File: src/rtl/core/pso_pkg.sv
package pso_pkg;

   localparam logic [2:0] OP_FILL_COPY   = 3'd0;
   localparam logic [2:0] OP_FILL_BLEND  = 3'd1;
   localparam logic [2:0] OP_PIXEL_COPY  = 3'd2;
   localparam logic [2:0] OP_PIXEL_BLEND = 3'd3;
   localparam logic [2:0] OP_GLYPH       = 3'd4;

   localparam logic REG_BYTE_ORDER  = 1'b0;
   localparam logic REG_SOLID_COLOR = 1'b1;

   localparam logic [7:0]  ALPHA_ZERO = 8'd0;
   localparam logic [7:0]  ALPHA_FULL = 8'd255;
   localparam logic [16:0] ROUND_BIAS = 17'd127;

   typedef enum logic [1:0] {
      MODE_KEEP  = 2'd0,
      MODE_COPY  = 2'd1,
      MODE_BLEND = 2'd2
   } mode_type;

   typedef struct packed {
      mode_type        mode;
      logic [31:0]     color;
      logic [2:0][7:0] chan;
      logic [15:0]     x;
      logic            last;
   } blend_item_type;

   // floor(x / 255) for x below 65280
   function automatic logic [7:0] div255(input logic [16:0] x);
      logic [17:0] t;
      t = {1'b0, x} + 18'd1 + {9'd0, x[16:8]};
      return t[15:8];
   endfunction

   function automatic mode_type alpha_mode(input logic [7:0] alpha);
      mode_type m;
      if (alpha == ALPHA_ZERO) begin
         m = MODE_KEEP;
      end else if (alpha == ALPHA_FULL) begin
         m = MODE_COPY;
      end else begin
         m = MODE_BLEND;
      end
      return m;
   endfunction

endpackage

File: src/rtl/core/pso_scale.sv
module pso_scale (
   input  logic                    clock,
   input  logic                    reset,
   input  logic                    in_valid,
   output logic                    in_ready,
   input  logic [2:0]              in_op,
   input  logic [31:0]             in_src,
   input  logic [7:0]              in_cov,
   input  logic [7:0]              in_dst0,
   input  logic [7:0]              in_dst1,
   input  logic [7:0]              in_dst2,
   input  logic [15:0]             in_x,
   input  logic                    in_last,
   input  logic                    byte_order,
   input  logic [31:0]             solid_color,
   output logic                    out_valid,
   input  logic                    out_ready,
   output pso_pkg::blend_item_type out_item
);
   import pso_pkg::*;

   logic             a_valid_ff, a_valid_in;
   logic [2:0]       a_op_ff;
   logic [31:0]      a_src_ff;
   logic [7:0]       a_cov_ff;
   logic [2:0][7:0]  a_chan_ff, a_chan_in;
   logic [15:0]      a_x_ff;
   logic             a_last_ff;
   logic [3:0][16:0] a_prod_ff, a_prod_in;
   logic             b_valid_ff, b_valid_in;
   blend_item_type   b_item_ff, b_item_in;
   logic             a_ready, b_ready;
   logic [31:0]      scaled;

   assign b_ready    = !b_valid_ff || out_ready;
   assign a_ready    = !a_valid_ff || b_ready;
   assign in_ready   = a_ready;
   assign a_valid_in = in_valid ? 1'b1 : (a_valid_ff && !b_ready);
   assign b_valid_in = a_valid_ff ? 1'b1 : (b_valid_ff && !out_ready);

   // channels in R,G,B order
   assign a_chan_in[0] = byte_order ? in_dst2 : in_dst0;
   assign a_chan_in[1] = in_dst1;
   assign a_chan_in[2] = byte_order ? in_dst0 : in_dst2;

   always_comb begin
      for (int k = 0; k < 4; k++) begin
         a_prod_in[k] = {9'd0, in_cov} * {9'd0, solid_color[8*k +: 8]} + ROUND_BIAS;
      end
   end

   always_comb begin
      for (int k = 0; k < 4; k++) begin
         scaled[8*k +: 8] = div255(a_prod_ff[k]);
      end
   end

   always_comb begin
      b_item_in.chan  = a_chan_ff;
      b_item_in.x     = a_x_ff;
      b_item_in.last  = a_last_ff;
      b_item_in.color = solid_color;
      b_item_in.mode  = MODE_KEEP;
      unique case (a_op_ff)
         OP_FILL_COPY: begin
            b_item_in.mode = MODE_COPY;
         end
         OP_FILL_BLEND: begin
            b_item_in.mode = alpha_mode(solid_color[31:24]);
         end
         OP_PIXEL_COPY: begin
            b_item_in.color = a_src_ff;
            b_item_in.mode  = MODE_COPY;
         end
         OP_PIXEL_BLEND: begin
            b_item_in.color = a_src_ff;
            b_item_in.mode  = alpha_mode(a_src_ff[31:24]);
         end
         OP_GLYPH: begin
            if (a_cov_ff == ALPHA_ZERO) begin
               b_item_in.mode = MODE_KEEP;
            end else if (a_cov_ff == ALPHA_FULL) begin
               b_item_in.mode = alpha_mode(solid_color[31:24]);
            end else begin
               b_item_in.color = scaled;
               b_item_in.mode  = alpha_mode(scaled[31:24]);
            end
         end
         default: begin
            b_item_in.mode = MODE_KEEP;
         end
      endcase
   end

   always_ff @(posedge clock) begin
      if (reset) begin
         a_valid_ff <= 1'b0;
         b_valid_ff <= 1'b0;
      end else begin
         if (a_ready) begin
            a_valid_ff <= a_valid_in;
         end
         b_valid_ff <= b_ready ? b_valid_in : b_valid_ff;
      end
   end

   always_ff @(posedge clock) begin
      if (a_ready && in_valid) begin
         a_op_ff   <= in_op;
         a_src_ff  <= in_src;
         a_cov_ff  <= in_cov;
         a_chan_ff <= a_chan_in;
         a_x_ff    <= in_x;
         a_last_ff <= in_last;
         a_prod_ff <= a_prod_in;
      end
      if (b_ready && a_valid_ff) begin
         b_item_ff <= b_item_in;
      end
   end

   assign out_valid = b_valid_ff;
   assign out_item  = b_item_ff;

endmodule

File: src/rtl/core/pso_blend.sv
module pso_blend (
   input  logic                    clock,
   input  logic                    reset,
   input  logic                    in_valid,
   output logic                    in_ready,
   input  pso_pkg::blend_item_type in_item,
   input  logic                    byte_order,
   output logic                    out_valid,
   input  logic                    out_ready,
   output logic [7:0]              out_byte0,
   output logic [7:0]              out_byte1,
   output logic [7:0]              out_byte2,
   output logic                    out_changed,
   output logic [15:0]             out_x,
   output logic                    out_last
);
   import pso_pkg::*;

   logic             c_valid_ff, c_valid_in;
   mode_type         c_mode_ff;
   logic [31:0]      c_color_ff;
   logic [2:0][7:0]  c_chan_ff;
   logic [15:0]      c_x_ff;
   logic             c_last_ff;
   logic [2:0][16:0] c_prod_ff, c_prod_in;
   logic             d_valid_ff, d_valid_in;
   logic [2:0][7:0]  d_byte_ff, d_byte_in;
   logic             d_changed_ff;
   logic [15:0]      d_x_ff;
   logic             d_last_ff;
   logic             c_ready, d_ready;
   logic [7:0]       inv_alpha;
   logic [2:0][7:0]  result;

   assign d_ready    = !d_valid_ff || out_ready;
   assign c_ready    = !c_valid_ff || d_ready;
   assign in_ready   = c_ready;
   assign c_valid_in = in_valid ? 1'b1 : (c_valid_ff && !d_ready);
   assign d_valid_in = c_valid_ff ? 1'b1 : (d_valid_ff && !out_ready);
   assign inv_alpha  = ALPHA_FULL - in_item.color[31:24];

   always_comb begin
      for (int k = 0; k < 3; k++) begin
         c_prod_in[k] = {9'd0, in_item.chan[k]} * {9'd0, inv_alpha} + ROUND_BIAS;
      end
   end

   always_comb begin
      for (int k = 0; k < 3; k++) begin
         case (c_mode_ff)
            MODE_COPY:  result[k] = c_color_ff[8*(2-k) +: 8];
            MODE_BLEND: result[k] = c_color_ff[8*(2-k) +: 8] + div255(c_prod_ff[k]);
            default:    result[k] = c_chan_ff[k];
         endcase
      end
   end

   // back to memory byte order
   assign d_byte_in[0] = byte_order ? result[2] : result[0];
   assign d_byte_in[1] = result[1];
   assign d_byte_in[2] = byte_order ? result[0] : result[2];

   always_ff @(posedge clock) begin
      if (reset) begin
         c_valid_ff <= 1'b0;
         d_valid_ff <= 1'b0;
      end else begin
         if (c_ready) begin
            c_valid_ff <= c_valid_in;
         end
         if (d_ready) begin
            d_valid_ff <= d_valid_in;
         end
      end
   end

   always_ff @(posedge clock) begin
      if (c_ready && in_valid) begin
         c_mode_ff  <= in_item.mode;
         c_color_ff <= in_item.color;
         c_chan_ff  <= in_item.chan;
         c_x_ff     <= in_item.x;
         c_last_ff  <= in_item.last;
         c_prod_ff  <= c_prod_in;
      end
      if (d_ready && c_valid_ff) begin
         d_byte_ff    <= d_byte_in;
         d_changed_ff <= (c_mode_ff != MODE_KEEP);
         d_x_ff       <= c_x_ff;
         d_last_ff    <= c_last_ff;
      end
   end

   assign out_valid   = d_valid_ff;
   assign out_byte0   = d_byte_ff[0];
   assign out_byte1   = d_byte_ff[1];
   assign out_byte2   = d_byte_ff[2];
   assign out_changed = d_changed_ff;
   assign out_x       = d_x_ff;
   assign out_last    = d_last_ff;

endmodule

File: src/rtl/core/premul_source_over_rgb24_unit.sv
// Per-pixel source-over compositor for an opaque 24-bit destination.
// req channel: one item per pixel carries the operation in req_tuser, the
// source pixel, glyph coverage, the three destination bytes as read and the
// pixel position in req_tdata, and the span end marker in req_tlast.
// rsp channel: one item per request, in order, with the three new
// destination bytes and the position in rsp_tdata, the written flag in
// rsp_tuser and the span end marker in rsp_tlast.
// csr port: csr_we writes csr_wdata to register csr_index (0 byte order,
// 1 solid color); write only while no pixel is in flight.
// Four register stages: glyph scale multiply, divide by 255 and color
// select, blend multiply, divide by 255 and add. Throughput is one pixel
// per clock while rsp_tready does not stall the output.
// Every stage has its own valid and load enable, so a stall on rsp_tready
// fills bubbles first and then holds the four stages in place; req_tready
// drops only when all four are full.
// Reset clears all valid bits and both registers (RGB order, color 0).
module premul_source_over_rgb24_unit (
   input  logic        clock,
   input  logic        reset,
   input  logic        req_tvalid,
   output logic        req_tready,
   input  logic [79:0] req_tdata,   // src_pixel, coverage, dst_byte0..2, pixel_x
   input  logic [2:0]  req_tuser,   // req_type
   input  logic        req_tlast,
   output logic        rsp_tvalid,
   input  logic        rsp_tready,
   output logic [39:0] rsp_tdata,   // out_byte0..2, out_x
   output logic        rsp_tuser,   // changed
   output logic        rsp_tlast,
   input  logic        csr_we,
   input  logic        csr_index,
   input  logic [31:0] csr_wdata
);
   import pso_pkg::*;

   logic           byte_order_ff;
   logic [31:0]    solid_color_ff;
   logic           mid_valid, mid_ready;
   blend_item_type mid_item;
   logic [7:0]     byte0, byte1, byte2;
   logic [15:0]    out_x;

   always_ff @(posedge clock) begin
      if (reset) begin
         byte_order_ff  <= 1'b0;
         solid_color_ff <= 32'd0;
      end else if (csr_we) begin
         unique case (csr_index)
            REG_BYTE_ORDER:  byte_order_ff  <= csr_wdata[0];
            REG_SOLID_COLOR: solid_color_ff <= csr_wdata;
            default:         byte_order_ff  <= byte_order_ff;
         endcase
      end
   end

   pso_scale u_scale (
      .clock       (clock),
      .reset       (reset),
      .in_valid    (req_tvalid),
      .in_ready    (req_tready),
      .in_op       (req_tuser),
      .in_src      (req_tdata[31:0]),
      .in_cov      (req_tdata[39:32]),
      .in_dst0     (req_tdata[47:40]),
      .in_dst1     (req_tdata[55:48]),
      .in_dst2     (req_tdata[63:56]),
      .in_x        (req_tdata[79:64]),
      .in_last     (req_tlast),
      .byte_order  (byte_order_ff),
      .solid_color (solid_color_ff),
      .out_valid   (mid_valid),
      .out_ready   (mid_ready),
      .out_item    (mid_item)
   );

   pso_blend u_blend (
      .clock       (clock),
      .reset       (reset),
      .in_valid    (mid_valid),
      .in_ready    (mid_ready),
      .in_item     (mid_item),
      .byte_order  (byte_order_ff),
      .out_valid   (rsp_tvalid),
      .out_ready   (rsp_tready),
      .out_byte0   (byte0),
      .out_byte1   (byte1),
      .out_byte2   (byte2),
      .out_changed (rsp_tuser),
      .out_x       (out_x),
      .out_last    (rsp_tlast)
   );

   assign rsp_tdata = {out_x, byte2, byte1, byte0};

endmodule

File: config.mk
export PLATFORM = sky130hd
export DESIGN_NAME = premul_source_over_rgb24_unit
export DESIGN_NICKNAME = d
export VERILOG_FILES = /design/src/rtl/core/pso_pkg.sv /design/src/rtl/core/pso_scale.sv /design/src/rtl/core/pso_blend.sv /design/src/rtl/core/premul_source_over_rgb24_unit.sv
export SDC_FILE = /design/constraint.sdc
export NUM_CORES = 2
export LEC_CHECK = 0
export CAP_MARGIN = 20
export CORE_ASPECT_RATIO = 1.75
export CORE_MARGIN = 2
export CORE_UTILIZATION = 71
export CTS_BUF_LIST = sky130_fd_sc_hd__clkbuf_8 sky130_fd_sc_hd__clkbuf_16
export DETAILED_ROUTE_END_ITERATION = 7
export DONT_BUFFER_PORTS = 1
export GPL_TIMING_DRIVEN = 0
export PLACE_DENSITY_LB_ADDON = 0.1
export RECOVER_POWER = 25
export SYNTH_ARGS = -nofsm -noshare
export SYNTH_HDL_FRONTEND = slang
export SYNTH_SLANG_ARGS = --single-unit
File: constraint.sdc
create_clock -name clock -period 20.5 [get_ports clock]
set_input_delay 6.15 -clock clock [delete_from_list [all_inputs] [get_ports clock]]
set_output_delay 6.15 -clock clock [all_outputs]
set_load 0.01 [all_outputs]
After elaboration in Yosys (flattened, before gate mapping). Cells that the tools add are included.

Bits in registers: 424. Latch bits: 0. Bits in writable memories: 0. ROM bits: 0. Bits of input ports: 122. Output and inout bits: 44. Word-level logic and storage cells: 137. Memories kept: 0.

$add $sub $neg: 25. $mul: 7. Divide/modulo/power cells: 0. $lt $le $gt $ge: 0. Equality and inequality tests: 10. Shift-type cells: 0. Multiplexer cells: 23. Bitwise gates (word level): 1. Reductions and logical operators: 30.

Operators with widths (count): $add A16 B7 Y17 const B (7); $add A16 B1 Y16 const B (7); $add A16 B9 Y16 (7); $mul A8 B8 Y16 (7); $mux W32 (2); $pmux W32 S2 (1); $pmux W8 S2 (3); $eq A8 B8 Y1 const B (4); $logic_not A8 Y1 (4); $mux W8 (4); $add A8 B8 Y8 (3); $mux W2 (8); $logic_and A1 B1 Y1 (8); $logic_not A1 Y1 (8); $pmux W2 S4 (1); $sub A8 B8 Y8 const A (1); $eq A3 B2 Y1 const B (2); $logic_or A1 B1 Y1 (4); $mux W1 (4); $reduce_and A2 Y1 (2); $reduce_or A2 Y1 (2); $eq A3 B1 Y1 const B (1); $eq A3 B3 Y1 const B (1); $logic_not A3 Y1 (1); other kinds (4) (4).

Logic depth before layout (Yosys ltp).
Depth after elaboration: 8. Depth in mapped cells: 17. Mapped depth without buffers: 16.

Modules after synthesis. Synthesis repeated with hierarchy kept, for this count alone.

Cells, all modules: 3130. Area, all modules: 34395.5 µm².

Modules (own cells, without submodules): pso_scale (instances 1, cells an instance 1657, area an instance 18430.2 µm², sequential area each 6856.6 µm²); pso_blend (instances 1, cells an instance 1322, area an instance 14378.8 µm², sequential area each 4844.6 µm²); premul_source_over_rgb24_unit (instances 1, cells an instance 151, area an instance 1586.5 µm², sequential area each 660.6 µm²).

Least setup slack after synthesis. Ideal clock, no wire load.

Kind: input port to flip-flop. Start: in rsp_tready. End: reg u_blend.c_chan_ff[0] (netlist name), enable pin. Setup time: 0.776 ns. Arrival: 14.761 ns. Data required time: 19.724 ns. Slack: 4.963 ns. Stages on the path: 2. Cells stage by stage: nor2b_1 > a21boi_0.

Cells in the longest elaborated chain, start to end: 3.

Ends and longest elaborated chain: start, declared (RTL line premul_source_over_rgb24_unit.sv:26) `input logic rsp_tready,`; $logic_or A1 B1 Y1 (RTL line pso_blend.sv:35) `assign d_ready = !d_valid_ff || out_ready;`; $logic_or A1 B1 Y1 (RTL line pso_blend.sv:36) `assign c_ready = !c_valid_ff || d_ready;`; $logic_and A1 B1 Y1 (RTL line pso_blend.sv:78) `if (c_ready && in_valid) begin`; end signal, assigned (RTL line pso_blend.sv:81) `c_chan_ff <= in_item.chan;`; end, declared (RTL line pso_blend.sv:22) `logic [2:0][7:0] c_chan_ff;`.

Every way passes these cells. A chain may end at the register's enable or synchronous reset.

Final worst setup path.
Start: in rsp_tready. End: out req_tready.

Cells in the longest elaborated chain, start to end: 4.

Ends and longest elaborated chain: $logic_or A1 B1 Y1 (RTL line pso_blend.sv:35); $logic_or A1 B1 Y1 (RTL line pso_blend.sv:36); $logic_or A1 B1 Y1 (RTL line pso_scale.sv:35) `assign b_ready = !b_valid_ff || out_ready;`; $logic_or A1 B1 Y1 (RTL line pso_scale.sv:36) `assign a_ready = !a_valid_ff || b_ready;`; end, declared (RTL line premul_source_over_rgb24_unit.sv:21) `output logic req_tready,`.

Every way passes these cells.

==> flow_summary_export.csv <==
group,metric,value,unit
finish,regArea,12400,sq um
global_routing,grt_pass1_wl,131000,um
pwr,p_per_area,87.6,nW/um^2
finish,stdcell_area,36200,sq um
detailed_routing,first_pass_iters,7,
clock_network,numCtsBuffers,39,
critical_path,critPathKind,"in2out",
place,port_buffers,0,
place,placed_area,34900,sq um
clock_network,cts_tree,"built",
global_routing,grt_max_degree,36,
place,dp_hpwl,67200,um
detailed_routing,wl_per_cell,22.3,um
detailed_routing,via_count,23600,
finish,final_nets,3924,
timing,drv_slew,0,
pwr,p_int,2030,uW
min_path,worst_hold_path_type,"reg2reg",
synth,ys_types,63,
timing,finClkSkew,20.8,ps
timing,final-hold-violation-count,0,
critical_path,critical_path.startpoint_type,"input port",
timing,rsz0062_at_grt,"false",
clock_network,cts.sinks,424,
synth,async_flop_share,0,%
synth,synth_flop_cell,"edfxtp_1",
synth,yosysWarnings,0,
clock_network,h-tree-depth,2,
synth,syn_avg_cell_area,10.9,sq um
flow_run,maxCapViolCount,0,
finish,multiInputGateArea,19500,sq um
clock_network,cts_hold_repair.buffers,0,
global_routing,first_global_vias,24900,
finish,final_cell_mix,"inv_1, edfxtp_1, ha_1",
floorplan,core-area,47000,sq um
synth,synth_top_area_share,34.3,%
critical_path,cp.arrival,7260,ps
timing,tns,0,ps
clock_network,cts_resized,0,
critical_path,required,14350,ps
timing,fin_crit,13410,ps
global_routing,grt-ovfl-total,0,
pwr,seq_power_share,36.0,%
detailed_routing,first_iter_violations,1583,
timing,timing.fmax,74.6,MHz
detailed_routing,ant_nets,0,
synth,yosysSeqAreaShare,36.5,%
critical_path,crit_chain,"nor2b_1 -> and3_1 -> nand2_1",
place,gp_congestion,0.972,
floorplan,die_w,169,um
clock_network,cts_setup_buffers,0,
synth,yosysTopAreaCell,"edfxtp_1",
timing,worst_pin_slew,1000,ps
critical_path,cp_top_family,"simple AND/OR/NAND/NOR gates",
floorplan,die_h,293,um
clock_network,max-clock-path-buffers,3,
critical_path,crit_path_max_incr_delay,510,ps
pwr,total_power,3170,uW
clock_network,clk_latency,550,ps
critical_path,cp-end-kind,"output pin",
floorplan,rows,105,
timing,setup_viol,0,
critical_path,crit_slowest_cell,"nor2b_1",
timing,finalCritPeriodShare,65.4,%
synth,synth_area_leaders,"edfxtp_1, fa_1, ha_1, inv_1, and2_1",
pwr,switching_share,36.0,%
pwr,pwr-share-clk,22.7,%
synth,syn_area,33800,sq um
critical_path,crit_buf_inv,0,
status,outcome,"finished, final reports clean",
finish,final_cells,3778,
synth,synthCells,3104,
detailed_routing,drc,0,
finish,synthToLayoutAreaGrowth,6.93,%
finish,drive_gt1_share,3.67,%
timing,slew_headroom,33.1,%
pwr,p_comb_share,41.3,%
floorplan,start_util,71.9,%
finish,fill_cells,3090,
finish,layout_commonest_cell,"inv_1",
synth,synth_seq_cells,424,
global_routing,grtUsageTotal,34.9,%
pwr,switchingPower,1140,uW
floorplan,die_area,49500,sq um
global_routing,grt_antenna_before_repair,2,
clock_network,cts_root_buf,"clkbuf_16",
clock_network,clk_pin_slew,70,ps
critical_path,worst-path-max-fanout,5,
pwr,p_leak,0.0161,uW
detailed_routing,totalWireLength,84300,um
floorplan,io_pins,166,
place,place_inst,3706,
synth,synth-edff-count,387,
detailed_routing,via_per_inst,6.24,
synth,synth_nets,3869,
pwr,ir_drop,74.3,uV
[power by group through the flow]
| stage | sequential (uW) | combinational (uW) | clock, uW |
|---|---|---|---|
| 3_5_place_dp | 1160 | 1290 | 0 |
| 3_3_place_gp | 1160 | 1220 | 0 |
| 4_1_cts | 1140 | 1300 | 730 |
| 6_report | 1140 | 1310 | 720 |
| 5_1_grt | 1150 | 1460 | 759 |
| 2_1_floorplan | 1130 | 979 | 0 |
[synth_stat cells, drive strengths merged, types with 46 or more instances]
cell / n
nor2b: 131
inv: 429
edfxtp: 387
ha: 346
clkbuf: 101
nand2b: 86
xnor2: 108
nand2: 251
and2: 156
a21oi: 124
fa: 297
nand3: 46
o21ai: 80
nor2: 79
[worst reg2reg max path: stages, from the launching register on]
cell and delay (ps):
edfxtp_1 660, clkbuf_1 580, nor2b_1 160, fa_1 470, ha_1 340, fa_1 540
inv_1 50, fa_1 470, inv_1 40, ha_1 310, nor2b_1 170, o31a_1 280
o211ai_1 200, nand2_1 140, a211oi_1 310, nor2_1 130, o211ai_1 490
[kinds of logic after synthesis]
group	count (synthesis)	share of synthesized area [%]
buffers and inverters	535	5.93
flip-flops	424	36.5
adder cells (fa/ha/maj)	643	30.4
AND/OR/NAND/NOR	892	13.9
AO/OA/AOI/OAI	443	8.76
multiplexers	31	0.983
XOR/XNOR	136	3.52
[sequential cells by signal, summed over array words and instances, names as in the netlist, 3 cells and up]
| name | cells |
|---|---|
| u_blend.out_byte2 | 8 |
| u_scale.a_src_ff | 32 |
| u_blend.c_chan_ff | 24 |
| solid_color_ff | 32 |
| u_scale.a_op_ff | 3 |
| u_scale.out_item | 75 |
| u_blend.c_x_ff | 16 |
| u_blend.out_x | 16 |
| u_blend.out_byte1 | 8 |
| u_blend.out_byte0 | 8 |
| u_scale.a_x_ff | 16 |
| u_blend.c_color_ff | 24 |
| u_scale.a_prod_ff | 68 |
| u_blend.c_prod_ff | 51 |
| u_scale.a_cov_ff | 8 |
| u_scale.a_chan_ff | 24 |
[area by class of cell]
class | count | share of cell area, %
well taps | 588 | 2.03
clock buffers | 45 | 3.02
flip-flops and latches | 424 | 34.2
clock inverters | 26 | 0.463
repair buffers | 14 | 0.854
inverters | 429 | 4.45
diodes | 1 | 0.00692
plain buffers | 106 | 1.10
multi-input cells | 2145 | 53.9
[through the flow]
stage | util, % | hold slack, ps | worst slack (ps)
after floorplan | - | 400 | 4960
after global placement | 73.5 | 400 | 1070
after detailed placement | 74.3 | 405 | 7110
after CTS | 76.9 | 401 | 7120
after global routing | 76.9 | 406 | 7030
final | 76.9 | 410 | 7090
[worst paths after layout]
| kind | slack, ps | startpoint | depth (start not counted) | end |
|---|---|---|---|---|
| max | 7090 | rsp_tready | 3 | req_tready |
| min | 410 | u_scale.out_item[49] | 0 | u_blend.c_color_ff[8] |
| min reg2reg | 410 | u_scale.out_item[49] | 0 | u_blend.c_color_ff[8] |
| max reg2reg | 14880 | u_scale.out_item[65] | 16 | u_blend.c_prod_ff[16] |
[per-layer routing]
layer	global-route usage [%]	wire length (um)	vias up
met4	23.7	6860	0
met3	4.34	4720	342
met5	0	0	-
li1	-	-	10700
met2	65.3	44900	969
met1	35.9	27800	11600
No activity file was read; power rests on OpenSTA's default activity.
